===== config.mk =====
export PLATFORM = sky130hd
export DESIGN_NAME = queue_and_stack_transfer_engine_flat
export DESIGN_NICKNAME = d
export VERILOG_FILES = /design/src/qste_pkg.sv /design/src/qste_if.sv /design/src/queue_and_stack_transfer_engine.sv /design/src/qste_ram.sv /design/src/qste_ctrl.sv /design/src/flat_wrapper.sv
export SDC_FILE = /design/constraint.sdc
export NUM_CORES = 1
export LEC_CHECK = 0
export BUFFER_PORTS_ARGS = -buffer_cell sky130_fd_sc_hd__buf_2
export CAP_MARGIN = 20
export CORE_MARGIN = 5
export CORE_UTILIZATION = 60
export DETAILED_ROUTE_END_ITERATION = 10
export GPL_TIMING_DRIVEN = 1
export PLACE_DENSITY_LB_ADDON = 0.2
export SKIP_CTS_REPAIR_TIMING = 1
export SLEW_MARGIN = 30
export SYNTH_ARGS = -nofsm -noshare
export SYNTH_HDL_FRONTEND = slang
export SYNTH_SLANG_ARGS = --single-unit

===== constraint.sdc =====
create_clock -name clk -period 10.5 [get_ports clk]
set_input_delay 1.05 -clock clk [delete_from_list [all_inputs] [get_ports clk]]
set_output_delay 1.05 -clock clk [all_outputs]
set_load 0.01 [all_outputs]

===== src/qste_pkg.sv =====
// Shared types and constants for the queue and stack transfer engine.
// No dependencies.
package qste_pkg;

    localparam int DATA_W  = 32;
    localparam int OP_W    = 3;
    localparam int STAT_W  = 2;
    localparam int LEVEL_W = 5;

    typedef enum logic [OP_W-1:0] {
        OP_ENQ  = 3'd0,
        OP_DEQ  = 3'd1,
        OP_PUSH = 3'd2,
        OP_POP  = 3'd3,
        OP_Q2S  = 3'd4,
        OP_S2Q  = 3'd5
    } op_t;

    typedef enum logic [STAT_W-1:0] {
        STAT_OK    = 2'd0,
        STAT_EMPTY = 2'd1,
        STAT_FULL  = 2'd2
    } status_t;

    typedef enum logic [2:0] {
        S_IDLE,
        S_EXEC,
        S_READ,
        S_XFER,
        S_RESP
    } state_t;

endpackage


===== src/qste_if.sv =====
// Valid/ready channel interfaces for op beats and result beats.
// Payload widths follow the op and result field definitions.
interface qste_in_if;
    logic               valid;
    logic               ready;
    logic [2:0]         op;
    logic signed [31:0] value;

    modport source (output valid, output op, output value, input ready);
    modport sink   (input valid, input op, input value, output ready);
endinterface

interface qste_out_if;
    logic               valid;
    logic               ready;
    logic [1:0]         status;
    logic               removed_valid;
    logic signed [31:0] removed_value;
    logic [4:0]         queue_level;
    logic [4:0]         stack_level;

    modport source (output valid, output status, output removed_valid,
                    output removed_value, output queue_level, output stack_level,
                    input ready);
    modport sink   (input valid, input status, input removed_valid,
                    input removed_value, input queue_level, input stack_level,
                    output ready);
endinterface


===== src/queue_and_stack_transfer_engine.sv =====
// Queue and stack transfer engine: sequencer plus one store each for queue and stack.
// Each op runs S_EXEC, then S_READ for a dequeue or pop that finds an entry, or S_XFER for
// a transfer from a non-empty source (one entry per cycle until the source is empty or
// the target full, then the last entry read is written back), then S_RESP. Ops run one
// at a time; the next op beat is taken once the result sits in the output register.
// Reset clears state, queue head, both counts, the pending flag and output valid only.
module queue_and_stack_transfer_engine
    import qste_pkg::*;
#(
    parameter int DEPTH = 16
)
(
    input  logic       clk,
    input  logic       rst_n,
    qste_in_if.sink    req,
    qste_out_if.source rsp
);

    localparam int AW = $clog2(DEPTH);

    logic              q_we, q_re, s_we, s_re;
    logic [AW-1:0]     q_waddr, q_raddr, s_waddr, s_raddr;
    logic [DATA_W-1:0] q_wdata, q_rdata, s_wdata, s_rdata;

    qste_ctrl #(.DEPTH(DEPTH)) u_ctrl (
        .clk     (clk),
        .rst_n   (rst_n),
        .req     (req),
        .rsp     (rsp),
        .q_we    (q_we),
        .q_waddr (q_waddr),
        .q_wdata (q_wdata),
        .q_re    (q_re),
        .q_raddr (q_raddr),
        .q_rdata (q_rdata),
        .s_we    (s_we),
        .s_waddr (s_waddr),
        .s_wdata (s_wdata),
        .s_re    (s_re),
        .s_raddr (s_raddr),
        .s_rdata (s_rdata)
    );

    qste_ram #(.DEPTH(DEPTH)) u_queue_ram (
        .clk   (clk),
        .we    (q_we),
        .waddr (q_waddr),
        .wdata (q_wdata),
        .re    (q_re),
        .raddr (q_raddr),
        .rdata (q_rdata)
    );

    qste_ram #(.DEPTH(DEPTH)) u_stack_ram (
        .clk   (clk),
        .we    (s_we),
        .waddr (s_waddr),
        .wdata (s_wdata),
        .re    (s_re),
        .raddr (s_raddr),
        .rdata (s_rdata)
    );

endmodule


===== src/qste_ram.sv =====
// Single-port-write, single-port-read synchronous store with registered read data.
// Depends on qste_pkg for the data width.
module qste_ram
    import qste_pkg::*;
#(
    parameter int  DEPTH = 16,
    localparam int AW    = $clog2(DEPTH)
)
(
    input  logic              clk,
    input  logic              we,
    input  logic [AW-1:0]     waddr,
    input  logic [DATA_W-1:0] wdata,
    input  logic              re,
    input  logic [AW-1:0]     raddr,
    output logic [DATA_W-1:0] rdata
);

    logic [DATA_W-1:0] mem [DEPTH];

    always_ff @(posedge clk)
    begin
        if (we)
        begin
            mem[waddr] <= wdata;
        end
        if (re)
        begin
            rdata <= mem[raddr];
        end
    end

endmodule


===== src/qste_ctrl.sv =====
// Sequencer for the queue and stack: pointers, counts, store accesses, result register.
// Depends on qste_pkg and the channel interfaces in qste_if.
module qste_ctrl
    import qste_pkg::*;
#(
    parameter int  DEPTH = 16,
    localparam int AW    = $clog2(DEPTH),
    localparam int CW    = $clog2(DEPTH + 1)
)
(
    input  logic              clk,
    input  logic              rst_n,
    qste_in_if.sink           req,
    qste_out_if.source        rsp,
    output logic              q_we,
    output logic [AW-1:0]     q_waddr,
    output logic [DATA_W-1:0] q_wdata,
    output logic              q_re,
    output logic [AW-1:0]     q_raddr,
    input  logic [DATA_W-1:0] q_rdata,
    output logic              s_we,
    output logic [AW-1:0]     s_waddr,
    output logic [DATA_W-1:0] s_wdata,
    output logic              s_re,
    output logic [AW-1:0]     s_raddr,
    input  logic [DATA_W-1:0] s_rdata
);

    state_t              state_reg, state_next;
    logic [OP_W-1:0]     op_reg, op_next;
    logic [DATA_W-1:0]   value_reg, value_next;
    logic [AW-1:0]       qhead_reg, qhead_next;
    logic [CW-1:0]       qcount_reg, qcount_next;
    logic [CW-1:0]       scount_reg, scount_next;
    status_t             status_reg, status_next;
    logic                rvalid_reg, rvalid_next;
    logic [DATA_W-1:0]   rvalue_reg, rvalue_next;
    logic                pend_reg, pend_next;
    logic [AW-1:0]       pend_addr_reg, pend_addr_next;

    logic                out_valid_reg, out_valid_next;
    logic [STAT_W-1:0]   out_status_reg, out_status_next;
    logic                out_rvalid_reg, out_rvalid_next;
    logic [DATA_W-1:0]   out_rvalue_reg, out_rvalue_next;
    logic [LEVEL_W-1:0]  out_qlevel_reg, out_qlevel_next;
    logic [LEVEL_W-1:0]  out_slevel_reg, out_slevel_next;

    logic                q_full, q_empty, s_full, s_empty;
    logic [CW:0]         qsum, qtail_full;
    logic [AW-1:0]       qtail, qhead_inc, s_top, s_wr;
    logic [CW-1:0]       s_top_full;
    logic                issue;
    logic [CW+LEVEL_W-1:0] qlevel_ext, slevel_ext;

    assign q_full     = (qcount_reg == CW'(DEPTH));
    assign q_empty    = (qcount_reg == '0);
    assign s_full     = (scount_reg == CW'(DEPTH));
    assign s_empty    = (scount_reg == '0);
    assign qsum       = {1'b0, qcount_reg} + (CW+1)'(qhead_reg);
    assign qtail_full = (qsum >= (CW+1)'(DEPTH)) ? qsum - (CW+1)'(DEPTH) : qsum;
    assign qtail      = qtail_full[AW-1:0];
    assign qhead_inc  = (qhead_reg == AW'(DEPTH - 1)) ? '0 : qhead_reg + 1'b1;
    assign s_top_full = scount_reg - 1'b1;
    assign s_top      = s_top_full[AW-1:0];
    assign s_wr       = scount_reg[AW-1:0];
    assign issue      = (op_reg == OP_Q2S) ? (!q_empty && !s_full) : (!s_empty && !q_full);
    assign qlevel_ext = {{LEVEL_W{1'b0}}, qcount_reg};
    assign slevel_ext = {{LEVEL_W{1'b0}}, scount_reg};

    assign req.ready         = (state_reg == S_IDLE);
    assign rsp.valid         = out_valid_reg;
    assign rsp.status        = out_status_reg;
    assign rsp.removed_valid = out_rvalid_reg;
    assign rsp.removed_value = out_rvalue_reg;
    assign rsp.queue_level   = out_qlevel_reg;
    assign rsp.stack_level   = out_slevel_reg;

    always_comb
    begin
        state_next = state_reg;
        case (state_reg)
            S_IDLE:
            begin
                if (req.valid)
                begin
                    state_next = S_EXEC;
                end
            end
            S_EXEC:
            begin
                case (op_reg)
                    OP_DEQ:  state_next = q_empty ? S_RESP : S_READ;
                    OP_POP:  state_next = s_empty ? S_RESP : S_READ;
                    OP_Q2S:  state_next = q_empty ? S_RESP : S_XFER;
                    OP_S2Q:  state_next = s_empty ? S_RESP : S_XFER;
                    default: state_next = S_RESP;
                endcase
            end
            S_READ:
            begin
                state_next = S_RESP;
            end
            S_XFER:
            begin
                if (!issue && !pend_reg)
                begin
                    state_next = S_RESP;
                end
            end
            S_RESP:
            begin
                if (!out_valid_reg || rsp.ready)
                begin
                    state_next = S_IDLE;
                end
            end
            default:
            begin
                state_next = S_IDLE;
            end
        endcase
    end

    always_comb
    begin
        op_next         = op_reg;
        value_next      = value_reg;
        qhead_next      = qhead_reg;
        qcount_next     = qcount_reg;
        scount_next     = scount_reg;
        status_next     = status_reg;
        rvalid_next     = rvalid_reg;
        rvalue_next     = rvalue_reg;
        pend_next       = pend_reg;
        pend_addr_next  = pend_addr_reg;
        out_valid_next  = out_valid_reg && !rsp.ready;
        out_status_next = out_status_reg;
        out_rvalid_next = out_rvalid_reg;
        out_rvalue_next = out_rvalue_reg;
        out_qlevel_next = out_qlevel_reg;
        out_slevel_next = out_slevel_reg;
        q_we    = 1'b0;
        q_waddr = qtail;
        q_wdata = value_reg;
        q_re    = 1'b0;
        q_raddr = qhead_reg;
        s_we    = 1'b0;
        s_waddr = s_wr;
        s_wdata = value_reg;
        s_re    = 1'b0;
        s_raddr = s_top;

        case (state_reg)
            S_IDLE:
            begin
                if (req.valid)
                begin
                    op_next     = req.op;
                    value_next  = req.value;
                    status_next = STAT_OK;
                    rvalid_next = 1'b0;
                    rvalue_next = '0;
                    pend_next   = 1'b0;
                end
            end
            S_EXEC:
            begin
                case (op_reg)
                    OP_ENQ:
                    begin
                        if (q_full)
                        begin
                            status_next = STAT_FULL;
                        end
                        else
                        begin
                            q_we        = 1'b1;
                            qcount_next = qcount_reg + 1'b1;
                        end
                    end
                    OP_DEQ:
                    begin
                        if (q_empty)
                        begin
                            status_next = STAT_EMPTY;
                        end
                        else
                        begin
                            q_re        = 1'b1;
                            qhead_next  = qhead_inc;
                            qcount_next = qcount_reg - 1'b1;
                            rvalid_next = 1'b1;
                        end
                    end
                    OP_PUSH:
                    begin
                        if (s_full)
                        begin
                            status_next = STAT_FULL;
                        end
                        else
                        begin
                            s_we        = 1'b1;
                            scount_next = scount_reg + 1'b1;
                        end
                    end
                    OP_POP:
                    begin
                        if (s_empty)
                        begin
                            status_next = STAT_EMPTY;
                        end
                        else
                        begin
                            s_re        = 1'b1;
                            scount_next = scount_reg - 1'b1;
                            rvalid_next = 1'b1;
                        end
                    end
                    OP_Q2S:
                    begin
                        if (q_empty)
                        begin
                            status_next = STAT_EMPTY;
                        end
                    end
                    OP_S2Q:
                    begin
                        if (s_empty)
                        begin
                            status_next = STAT_EMPTY;
                        end
                    end
                    default:
                    begin
                        status_next = STAT_OK;
                    end
                endcase
            end
            S_READ:
            begin
                rvalue_next = (op_reg == OP_DEQ) ? q_rdata : s_rdata;
            end
            S_XFER:
            begin
                pend_next = issue;
                if (op_reg == OP_Q2S)
                begin
                    // write back the element read last cycle
                    s_we    = pend_reg;
                    s_waddr = pend_addr_reg;
                    s_wdata = q_rdata;
                    if (issue)
                    begin
                        q_re           = 1'b1;
                        qhead_next     = qhead_inc;
                        qcount_next    = qcount_reg - 1'b1;
                        scount_next    = scount_reg + 1'b1;
                        pend_addr_next = s_wr;
                    end
                    status_next = q_empty ? STAT_OK : STAT_FULL;
                end
                else
                begin
                    q_we    = pend_reg;
                    q_waddr = pend_addr_reg;
                    q_wdata = s_rdata;
                    if (issue)
                    begin
                        s_re           = 1'b1;
                        scount_next    = scount_reg - 1'b1;
                        qcount_next    = qcount_reg + 1'b1;
                        pend_addr_next = qtail;
                    end
                    status_next = s_empty ? STAT_OK : STAT_FULL;
                end
            end
            S_RESP:
            begin
                if (!out_valid_reg || rsp.ready)
                begin
                    out_valid_next  = 1'b1;
                    out_status_next = status_reg;
                    out_rvalid_next = rvalid_reg;
                    out_rvalue_next = rvalue_reg;
                    out_qlevel_next = qlevel_ext[LEVEL_W-1:0];
                    out_slevel_next = slevel_ext[LEVEL_W-1:0];
                end
            end
            default:
            begin
                pend_next = 1'b0;
            end
        endcase
    end

    always_ff @(posedge clk or negedge rst_n)
    begin
        if (!rst_n)
        begin
            state_reg     <= S_IDLE;
            qhead_reg     <= '0;
            qcount_reg    <= '0;
            scount_reg    <= '0;
            pend_reg      <= 1'b0;
            out_valid_reg <= 1'b0;
        end
        else
        begin
            state_reg     <= state_next;
            qhead_reg     <= qhead_next;
            qcount_reg    <= qcount_next;
            scount_reg    <= scount_next;
            pend_reg      <= pend_next;
            out_valid_reg <= out_valid_next;
        end
    end

    always_ff @(posedge clk)
    begin
        op_reg         <= op_next;
        value_reg      <= value_next;
        status_reg     <= status_next;
        rvalid_reg     <= rvalid_next;
        rvalue_reg     <= rvalue_next;
        pend_addr_reg  <= pend_addr_next;
        out_status_reg <= out_status_next;
        out_rvalid_reg <= out_rvalid_next;
        out_rvalue_reg <= out_rvalue_next;
        out_qlevel_reg <= out_qlevel_next;
        out_slevel_reg <= out_slevel_next;
    end

endmodule

===== src/flat_wrapper.sv =====
// flat-port wrapper written by rule: the top's interface ports become plain ports
module queue_and_stack_transfer_engine_flat import qste_pkg::*;
#(
    parameter int DEPTH = 16
)
  (clk, rst_n, req_valid, req_op, req_value, req_ready, rsp_valid, rsp_status, rsp_removed_valid, rsp_removed_value, rsp_queue_level, rsp_stack_level, rsp_ready);
  qste_in_if req_i ();
  qste_out_if rsp_i ();
  input  logic clk;
  input  logic rst_n;
  input wire logic [$bits(req_i.valid)-1:0] req_valid;
  input wire logic [$bits(req_i.op)-1:0] req_op;
  input wire logic [$bits(req_i.value)-1:0] req_value;
  output wire logic [$bits(req_i.ready)-1:0] req_ready;
  output wire logic [$bits(rsp_i.valid)-1:0] rsp_valid;
  output wire logic [$bits(rsp_i.status)-1:0] rsp_status;
  output wire logic [$bits(rsp_i.removed_valid)-1:0] rsp_removed_valid;
  output wire logic [$bits(rsp_i.removed_value)-1:0] rsp_removed_value;
  output wire logic [$bits(rsp_i.queue_level)-1:0] rsp_queue_level;
  output wire logic [$bits(rsp_i.stack_level)-1:0] rsp_stack_level;
  input wire logic [$bits(rsp_i.ready)-1:0] rsp_ready;
  assign req_i.valid = req_valid;
  assign req_i.op = req_op;
  assign req_i.value = req_value;
  assign req_ready = req_i.ready;
  assign rsp_valid = rsp_i.valid;
  assign rsp_status = rsp_i.status;
  assign rsp_removed_valid = rsp_i.removed_valid;
  assign rsp_removed_value = rsp_i.removed_value;
  assign rsp_queue_level = rsp_i.queue_level;
  assign rsp_stack_level = rsp_i.stack_level;
  assign rsp_i.ready = rsp_ready;
  queue_and_stack_transfer_engine #(.DEPTH(DEPTH)) u_core (.clk(clk), .rst_n(rst_n), .req(req_i), .rsp(rsp_i));
endmodule

* Word level (Yosys, flattened, before mapping) *
Memory sizes are Yosys's and may differ from the RTL's. A register that Yosys moved wholly into a read port is not among the register bits.
Cells that the tools add are included.

operators by class
  multiplexer cells = 84
  eq/ne operators = 30
  reductions and logical operators = 35
  bitwise logic cells = 1
  order comparisons = 1
  add/subtract/negate cells = 7

operators by type and width
  kind                 number
  $mux 32              6
  $pmux 32 s2          1
  $mux 4               13
  $mux 5               10
  $pmux 5 s2           4
  $ne 3x3->1 const B   8
  $mux 1               23
  $mux 3               7
  $reduce_and 5->1     4
  $mux 2               8
  $pmux 3 s5           1
  $ne 2x2->1 const B   7
  $eq 3x2->1 const B   4
  $pmux 1 s2           6
  $pmux 3 s4           1
  $add 5x1->5 const B  2
  $eq 5x5->1 const B   2
  $logic_not 5->1      2
  $reduce_and 2->1     5
  $sub 5x1->5 const B  2
  $eq 3x3->1 const B   3
  $logic_not 1->1      8
  $pmux 2 s4           1
  $pmux 4 s2           1
  other kinds (20)     29

storage, ports and cells
  memories = 2
  bits in registers = 138
  input bits = 39
  output and inout port bits = 47
  bits in writable memories = 1024

memory list
  memory                  depth  width  read ports  clocked after memory_dff  wr ports  line            text
  u_core.u_queue_ram.mem  16     32     1           1                         1         qste_ram.sv:19  logic [DATA_W-1:0] mem [DEPTH];
  u_core.u_stack_ram.mem  16     32     1           1                         1         qste_ram.sv:19

* Longest topological paths before layout *
Gate-level depths: netlist of run 1.

  depth in word-level cells = 8
  mapped depth = 9
  depth with buffers taken out = 7

* Modules after synthesis *
A second synthesis of run 1 with hierarchy kept.

second synthesis, totals
  cell total of the unflattened synthesis = 2187
  area, all modules = 46881.2 um^2

by module, submodules not included
  module                         times used  sequential area each (um^2)  cells an instance  area each (um^2)
  qste_ram (u_core.u_queue_ram)  1           16335.7                      838                20174.3
  qste_ram (u_core.u_stack_ram)  1           16335.7                      838                20155.6
  qste_ctrl                      1           4048.9                       511                6551.3

* Least setup slack after synthesis of run 1 *
No wires, ideal clock.

  path type = register to register
  start = register u_core.u_ctrl.scount_reg[0]
  end = memory u_core.u_stack_ram.mem[12][0] (enable)
  cell stages (with the launch flop) = 10
  data required time = 10.039 ns
  arrival time = 4.034 ns
  clock period less this slack = 4.495 ns
  buffers on the path = 2
  setup slack = 6.005 ns
  library setup time = 0.461 ns
  path through = dfrtp_1 -> clkbuf_1 -> buf_2 -> inv_1 -> ha_1 -> or4bb_1 -> nand2_1 -> nor2_1 -> a32oi_1 -> nor3_1

between the ends
  word-level cells in the longest chain between the ends = 6
  elaborated cells on any way between the ends = 8

ends and longest elaborated chain
  element                       line              text
  from (decl)                   qste_ctrl.sv:34   logic [CW-1:0] scount_reg, scount_next;
  from (signal assigned)        qste_ctrl.sv:313  scount_reg <= scount_next;
  $eq 5x5->1                    qste_ctrl.sv:57   assign s_full = (scount_reg == CW'(DEPTH));
  $mux 1                        qste_ctrl.sv:197  if (s_full)
  $mux 1                        qste_ctrl.sv:168  case (op_reg)
  $pmux 1 s2                    qste_ctrl.sv:153  case (state_reg)
  $mux 1                        qste_ram.sv:23    if (we)
  $mux 1 (implied by the code)  qste_ram.sv:25    mem[waddr] <= wdata;
  to (decl)                     qste_ram.sv:19

Several ways; a longest one is shown, not always the timed one.

* Worst setup path in the final report of run 1 *
  start = register u_core.u_ctrl.op_reg[1]
  end = memory u_core.u_stack_ram.mem[15][4] (enable)

between the ends
  word-level cells in the longest chain between the ends = 5
  elaborated cells on any way between the ends = 9

ends and longest elaborated chain
  element                                          line                                text
  from (decl)                                      qste_ctrl.sv:30                     logic [OP_W-1:0] op_reg, op_next;
  from (signal assigned)                           qste_ctrl.sv:321                    op_reg <= op_next;
  $eq 3x3->1 / $eq 3x2->1 (equally long branches)  qste_ctrl.sv:247, qste_ctrl.sv:168
  $mux 1 (on tied branches)                        qste_ctrl.sv:247, qste_ctrl.sv:168
  $pmux 1 s2                                       qste_ctrl.sv:153
  $mux 1                                           qste_ram.sv:23
  $mux 1 (implied by the code)                     qste_ram.sv:25

Several ways; a longest one is shown, not always the timed one.

==> results of run 1 <==
-- worst min path at each step --
stage                                                to  slack, ns
floorplan               u_core.u_ctrl.rsp.removed_valid       0.40
global placement    u_core.u_ctrl.rsp.removed_value[21]       0.40
detailed placement  u_core.u_ctrl.rsp.removed_value[26]       0.41
CTS                         u_core.u_ctrl.qcount_reg[2]       0.30
global route                u_core.u_ctrl.qcount_reg[2]       0.34
finish                      u_core.u_ctrl.qcount_reg[2]       0.32
-- worst register-to-register path, stage by stage (launching register included) --
cell and delay [ns]:
edfxtp_1 0.63, or3b_1 0.68, nor2_4 0.15, buf_4 0.47, a32oi_1 0.34, buf_2 0.25
nor3_2 0.73, buf_4 0.57
-- placed cells by master, fill, tap and decap left out, drive strengths merged, types with 2 or more instances in the layout --
master,count
xor2,4
nand3,5
o41ai,2
nor3,16
edfxtp,1207
dfrtp,19
and3,4
a221oi,65
nor4b,2
clkinv,56
mux4,224
mux2i,130
xnor2,14
a21oi,44
ha,8
nor2,40
or4bb,2
and2,2
a21o,2
o21ai,43
or3b,4
inv,15
nor3b,5
nor2b,4
a32oi,4
clkbuf,148
o32ai,2
nand2,223
a31oi,7
a22oi,32
nand4,4
or4b,2
mux2,40
a2111o,2
buf,147
nand3b,5
bufinv,12
-- layout make-up --
type | count | area share, %
clock buffers | 148 | 5.71
clock inverters | 73 | 1.32
inverters | 11 | 0.0796
multi-input cells | 958 | 19.3
flip-flops and latches | 1226 | 68.7
well taps | 1050 | 2.46
repair buffers | 147 | 2.43
-- kinds of logic (layout without fill, tap and decap cells) --
group | after synthesis | after routing | share of synthesized area [%]
AND/OR/NAND/NOR | 324 | 324 | 3.03
buffers and inverters | 139 | 379 | 1.29
AO/OA/AOI/OAI | 213 | 213 | 3.19
XOR/XNOR | 18 | 18 | 0.333
adder cells (fa/ha/maj) | 9 | 9 | 0.254
multiplexers | 394 | 394 | 14.4
flip-flops | 1226 | 1226 | 77.5
-- layer usage --
layer,vias to the layer above,track usage [%],wire (um)
met2,1241,37.7,49600
met5,-,0,0
li1,9838,-,-
met3,157,5.23,11200
met1,12100,37.4,41900
met4,0,6.84,2550
-- power by group through the flow --
stage | clock network, mW | registers, mW | logic, mW
floorplan | 0 | 6.29 | 2.77
global placement | 0 | 6.52 | 3.53
detailed placement | 0 | 6.53 | 3.67
CTS | 4.18 | 6.43 | 3.69
global route | 4.39 | 6.46 | 3.95
finish | 4.12 | 6.43 | 3.69
==> metrics.md, run 1 <==
| Metric | Value |
|---|---|
| Routed wire length | 105 mm |
| Die Wd | 291 um |
| Gr ovfl total | 0 |
| Seq pwr share | 45.2% |
| CTS tree | built |
| Tot Pwr | 14.2 mW |
| Count leader, synth | edfxtp_1 |
| Final setup viols | 0 |
| Synth area leaders | edfxtp_1 77%, mux4_2 11%, mux2i_1 2.7% |
| All-layer global routing usage | 24.7% |
| Setup WS post-layout | 6.29 ns |
| Layout cells sized above 1 | 24.6% |
| Result of the run | finished clean |
| Regs by FF count | u_core.u_queue_ram.mem (512), u_core.u_stack_ram.mem (512) |
| Main synth FF type | edfxtp_1 |
| Crit. path cell count | 7 |
| Clock buffer depth | 3 |
| Vias/cell | 6.45 |
| Max frequency | 237 MHz |
| Tcrit/Tclk final | 40.1% |
| P_int | 10.1 mW |
| Worst min path class | in2async |
| CP Capture Type | flop |
| Fin Setup TNS | 0 ns |
| DR WL/cell | 29.1 um |
| Starting Density | 60.2% |
| Post-Syn Nets | 2371 |
| Crit-path max cell delay | 0.73 ns |
| Cell repeated most along the worst path | buf_4 |
| CTS buffer count | 116 |
| CP max-delay cell | nor3_2 |
| Clk pwr share | 28.9% |
| FFs w/ async S/R, synth | 1.55% |
| Pleak | 17.4 nW |
| Die area | 0.0846 sq mm |
| Setup Crit Path Kind | reg2reg |
| Die Span Y | 291 um |
| First-pass GRT wire length | 155 mm |
| Finished Layout Cells | 3613 |
| Final Max Slew Viols | 0 |
| Buf/Inv on CP | 3 |
| # port buffers | 85 |
| Core area | 0.0786 sq mm |
| Clock root cell | clkbuf_16 |
| Post-synth top cells | 1207 x edfxtp_1, 224 x mux4_2, 222 x nand2_1 |
| Reg2reg end | u_core.u_stack_ram.mem[15][4] |
| Final Instance Area | 0.0535 sq mm |
| Yosys reg bits | 1226 |
| Initial antenna violation count | 3 |
| Hold_ws | 0.320 ns |
| Mapped Area | 0.0474 sq mm |
| Post-Place Setup Slack | 6.24 ns |
| Comb pwr share | 25.9% |
| IO Pins | 86 |
| YS warnings | 0 |
| Placed instance count | 3390 |
| Clock Pin Slew Worst Setup and Hold Paths | 0.06 ns |
| GP Congestion | 0.907 |
| Setup crit start kind | flop |
| Worst relative slew slack | 33.0% |
| Largest net degree at the start of global routing | 65 |
| P per Cell Area | 266 mW/mm^2 |
| Clock Latency Late Sink | 0.69 ns |
| Psw | 4.17 mW |
| Post-Syn Area per Cell | 20.4 sq um |
| R2R Path Start | u_core.u_ctrl.op_reg[1] |
| Placed instance area | 0.0497 sq mm |
| Yosys cell types | 60 |
| Vias in the first global route | 23300 |
| FF-to-FF setup slack | 6.29 ns |
| Register area share after synthesis | 77.5% |
| DP HPWL | 62.2 mm |
| RSZ-0062 raised after global routing | no |
| Final Core Density | 68.0% |
| Area occupied by multi-input gates | 0.0103 sq mm |
| Clock sink count | 1226 |
| Synth Instances | 2323 |
| Layout Nets | 2508 |
| Path depth of the worst reg2reg path | 7 |
| CTS H-tree depth | 3 |
| Switching share of power | 29.3% |
| Dominant cell type by area after synthesis | edfxtp_1 |
| Final ANT Viol Nets | 0 |
| Worst EP arrival | 4.52 ns |
| Top cell type's share of synthesized area | 76.5% |
| Clock skew | 0.0274 ns |
| CP required | 10.81 ns |
| Slew of the pin with the lowest slew margin | 1.00 ns |
| N_diodes | 0 |
| Max IR drop VDD | 0.249 mV |
| Crit-path max FO | 43 |
| Core Rows | 103 |
| Pre-antenna DRT Iters | 6 |
| Final hold vios | 0 |
| Max_cap viols | 0 |
| Drt drc | 0 |
| CP cell instances | or3b_1 -> nor2_4 -> buf_4 -> a32oi_1 -> buf_2 -> nor3_2 -> buf_4 |
| Flip-flop and latch area | 0.0367 sq mm |
| CP top delay family | simple AND/OR/NAND/NOR gates |
| Area grow syn2layout | 12.9% |
| Crit. Startpoint | u_core.u_ctrl.op_reg[1] |
| 1st-iter DRT viols | 2902 |
| Filler Cell Count | 4877 |
| Minimum clock period | 4.21 ns |
| CP endpoint | u_core.u_stack_ram.mem[15][4] |
| Via count of the routed design | 23300 |
| Post-synth EDFFs | 1207 |
Power figures use the tool's default switching activity.
==> run 2, diff against run 1 <==
clock period = 3.95 ns   (was 10.5 ns; I/O delays follow)
==> run 2 against run 1 <==
Final cell count increased by 1.4%; clock skew decreased by 0.013 ns; non-clock buffer count increased by 59; count of clock-buffer cells in the layout decreased by 5; highest routed layer is now met5; via count increased by 1.7%; global-route usage increased by 0.28 points; routed wire length increased by 1.6%; sequential share of layout area decreased by 0.60 points; die area unchanged; register-to-register slack got worse by 5.8 ns; cell area increased by 0.88%.
==> metrics.md, run 2 (synthesis results as in run 1) <==
| Metric | Value |
|---|---|
| IO Pins | 86 |
| Final hold vios | 0 |
| N_diodes | 0 |
| Placed instance count | 3415 |
| Buf/Inv on CP | 2 |
| RSZ-0062 raised after global routing | no |
| Most frequent cells in the layout | 1207 x edfxtp_1, 224 x mux4_2, 221 x nand2_1 |
| Pre-antenna DRT Iters | 5 |
| Clock buffer depth | 3 |
| CP max-delay cell | or3b_1 |
| CP Capture Type | flop |
| Layout Nets | 2566 |
| Die area | 0.0846 sq mm |
| Vias/cell | 6.47 |
| 1st-iter DRT viols | 3026 |
| First-pass GRT wire length | 157 mm |
| CP cell instances | or3b_1 -> nor2_4 -> mux2i_1 -> buf_4 -> nand2_1 -> nor2_4 -> buf_12 |
| Core area | 0.0786 sq mm |
| Max frequency | 291 MHz |
| DR WL/cell | 29.2 um |
| CTS tree | built |
| Worst min path class | in2reg |
| Tot Pwr | 38.5 mW |
| Via count of the routed design | 23700 |
| Cell repeated most along the worst path | nor2_4 |
| GP Congestion | 0.888 |
| CTS H-tree depth | 3 |
| DP HPWL | 64.4 mm |
| CP top delay family | simple AND/OR/NAND/NOR gates |
| Flip-flop and latch area | 0.0367 sq mm |
| Seq pwr share | 43.6% |
| Finished Layout Cells | 3665 |
| Crit-path max FO | 24 |
| Drt drc | 0 |
| Setup Crit Path Kind | reg2reg |
| Area grow syn2layout | 13.9% |
| Final setup viols | 0 |
| Die Span Y | 291 um |
| Initial antenna violation count | 2 |
| Max IR drop VDD | 0.686 mV |
| Area occupied by multi-input gates | 0.0103 sq mm |
| Psw | 11.4 mW |
| Starting Density | 60.2% |
| Final ANT Viol Nets | 0 |
| Max_cap viols | 0 |
| Crit-path max cell delay | 0.64 ns |
| Post-Place Setup Slack | 0.621 ns |
| Clock sink count | 1226 |
| Minimum clock period | 3.43 ns |
| Die Wd | 291 um |
| All-layer global routing usage | 25.0% |
| Clock Pin Slew Worst Setup and Hold Paths | 0.06 ns |
| Worst relative slew slack | 31.7% |
| Setup WS post-layout | 0.515 ns |
| Routed wire length | 107 mm |
| # port buffers | 85 |
| Final Max Slew Viols | 0 |
| P per Cell Area | 713 mW/mm^2 |
| Filler Cell Count | 4822 |
| Comb pwr share | 27.8% |
| Largest net degree at the start of global routing | 101 |
| CTS buffer count | 115 |
| CP required | 4.30 ns |
| Core Rows | 103 |
| Clock skew | 0.0149 ns |
| Setup crit start kind | flop |
| Pleak | 17.6 nW |
| Switching share of power | 29.5% |
| Clk pwr share | 28.5% |
| Commonest non-fill, non-tap cell in the layout | edfxtp_1 |
| Gr ovfl total | 0 |
| Regs by FF count | u_core.u_queue_ram.mem (512), u_core.u_stack_ram.mem (512) |
| Worst EP arrival | 3.79 ns |
| P_int | 27.1 mW |
| Clock Latency Late Sink | 0.67 ns |
| Result of the run | finished clean |
| Layout cells sized above 1 | 25.1% |
| Clock root cell | clkbuf_16 |
| Vias in the first global route | 23300 |
| Tcrit/Tclk final | 87.0% |
| Slew of the pin with the lowest slew margin | 1.02 ns |
[run 2: cell count changes in the layout (fill, tap and decap cells not counted), sizes merged]
cell	previous run	this run
bufinv	12	15
dlygate4sd3	0	36
clkinv	56	47
buf	147	170
clkinvlp	1	6
clkbuf	148	143
inv	15	14
[run 2: power by group through the flow]
| stage | sequential, mW | combinational, mW | clock, mW |
|---|---|---|---|
| 2_1_floorplan | 16.7 | 7.36 | 0 |
| 3_3_place_gp | 17.0 | 10.5 | 0 |
| 3_5_place_dp | 17.0 | 10.6 | 0 |
| 4_1_cts | 16.8 | 10.7 | 11.1 |
| 5_1_grt | 16.8 | 11.4 | 11.7 |
| 6_report | 16.8 | 10.7 | 11.0 |
[run 2: path summary, 6_finish.rpt]
path / slack [ns] / cells after the start / end / start
min: 0.11 / 3 / u_core.u_ctrl.rsp.valid / rsp_ready
min in group asynchronous: 0.23 / 2 / u_core.u_ctrl.qcount_reg[2] / rst_n
max: 0.52 / 7 / u_core.u_stack_ram.mem[0][2] / u_core.u_ctrl.op_reg[2]
min reg2reg: 0.43 / 0 / u_core.u_ctrl.rsp.removed_value[26] / u_core.u_ctrl.rvalue_reg[26]
max reg2reg: 0.52 / 7 / u_core.u_stack_ram.mem[0][2] / u_core.u_ctrl.op_reg[2]
max in group asynchronous: 3.34 / 2 / u_core.u_ctrl.scount_reg[0] / rst_n
[run 2: layer usage]
metal	GRT usage (%)	vias to the layer above	routed length (um)
li1	-	9943	-
met1	37.6	12400	43400
met2	39.5	1204	51500
met3	4.61	159	9550
met4	5.60	2	2420
met5	0	-	13
[run 2: per-stage QoR]
| step | hold WS, ns | utilization, % | setup TNS, ns | cell area, sq um |
|---|---|---|---|---|
| after floorplan | 0.0994 | - | -136.74 | 47400 |
| after global routing | 0.109 | 68.6 | 0 | 53900 |
| after global placement | 0.380 | 63.2 | 0 | 49700 |
| after CTS | -0.323 | 68.1 | 0 | 53600 |
| after detailed placement | 0.388 | 63.4 | 0 | 49800 |
| final | 0.113 | 68.6 | 0 | 53900 |
[run 2: worst min-delay path, stage by stage]
cell	delay [ns]
buf_2	0.07
nand2b_1	0.20
nand2_1	0.07
[run 2: final cells by class]
class / instances / share of cell area [%]
sequential: 1226 / 68.1
multi-input combinational: 958 / 19.1
clock buffer: 143 / 5.61
timing repair buffer: 206 / 3.29
tap: 1050 / 2.44
clock inverter: 71 / 1.35
inverter: 11 / 0.0766
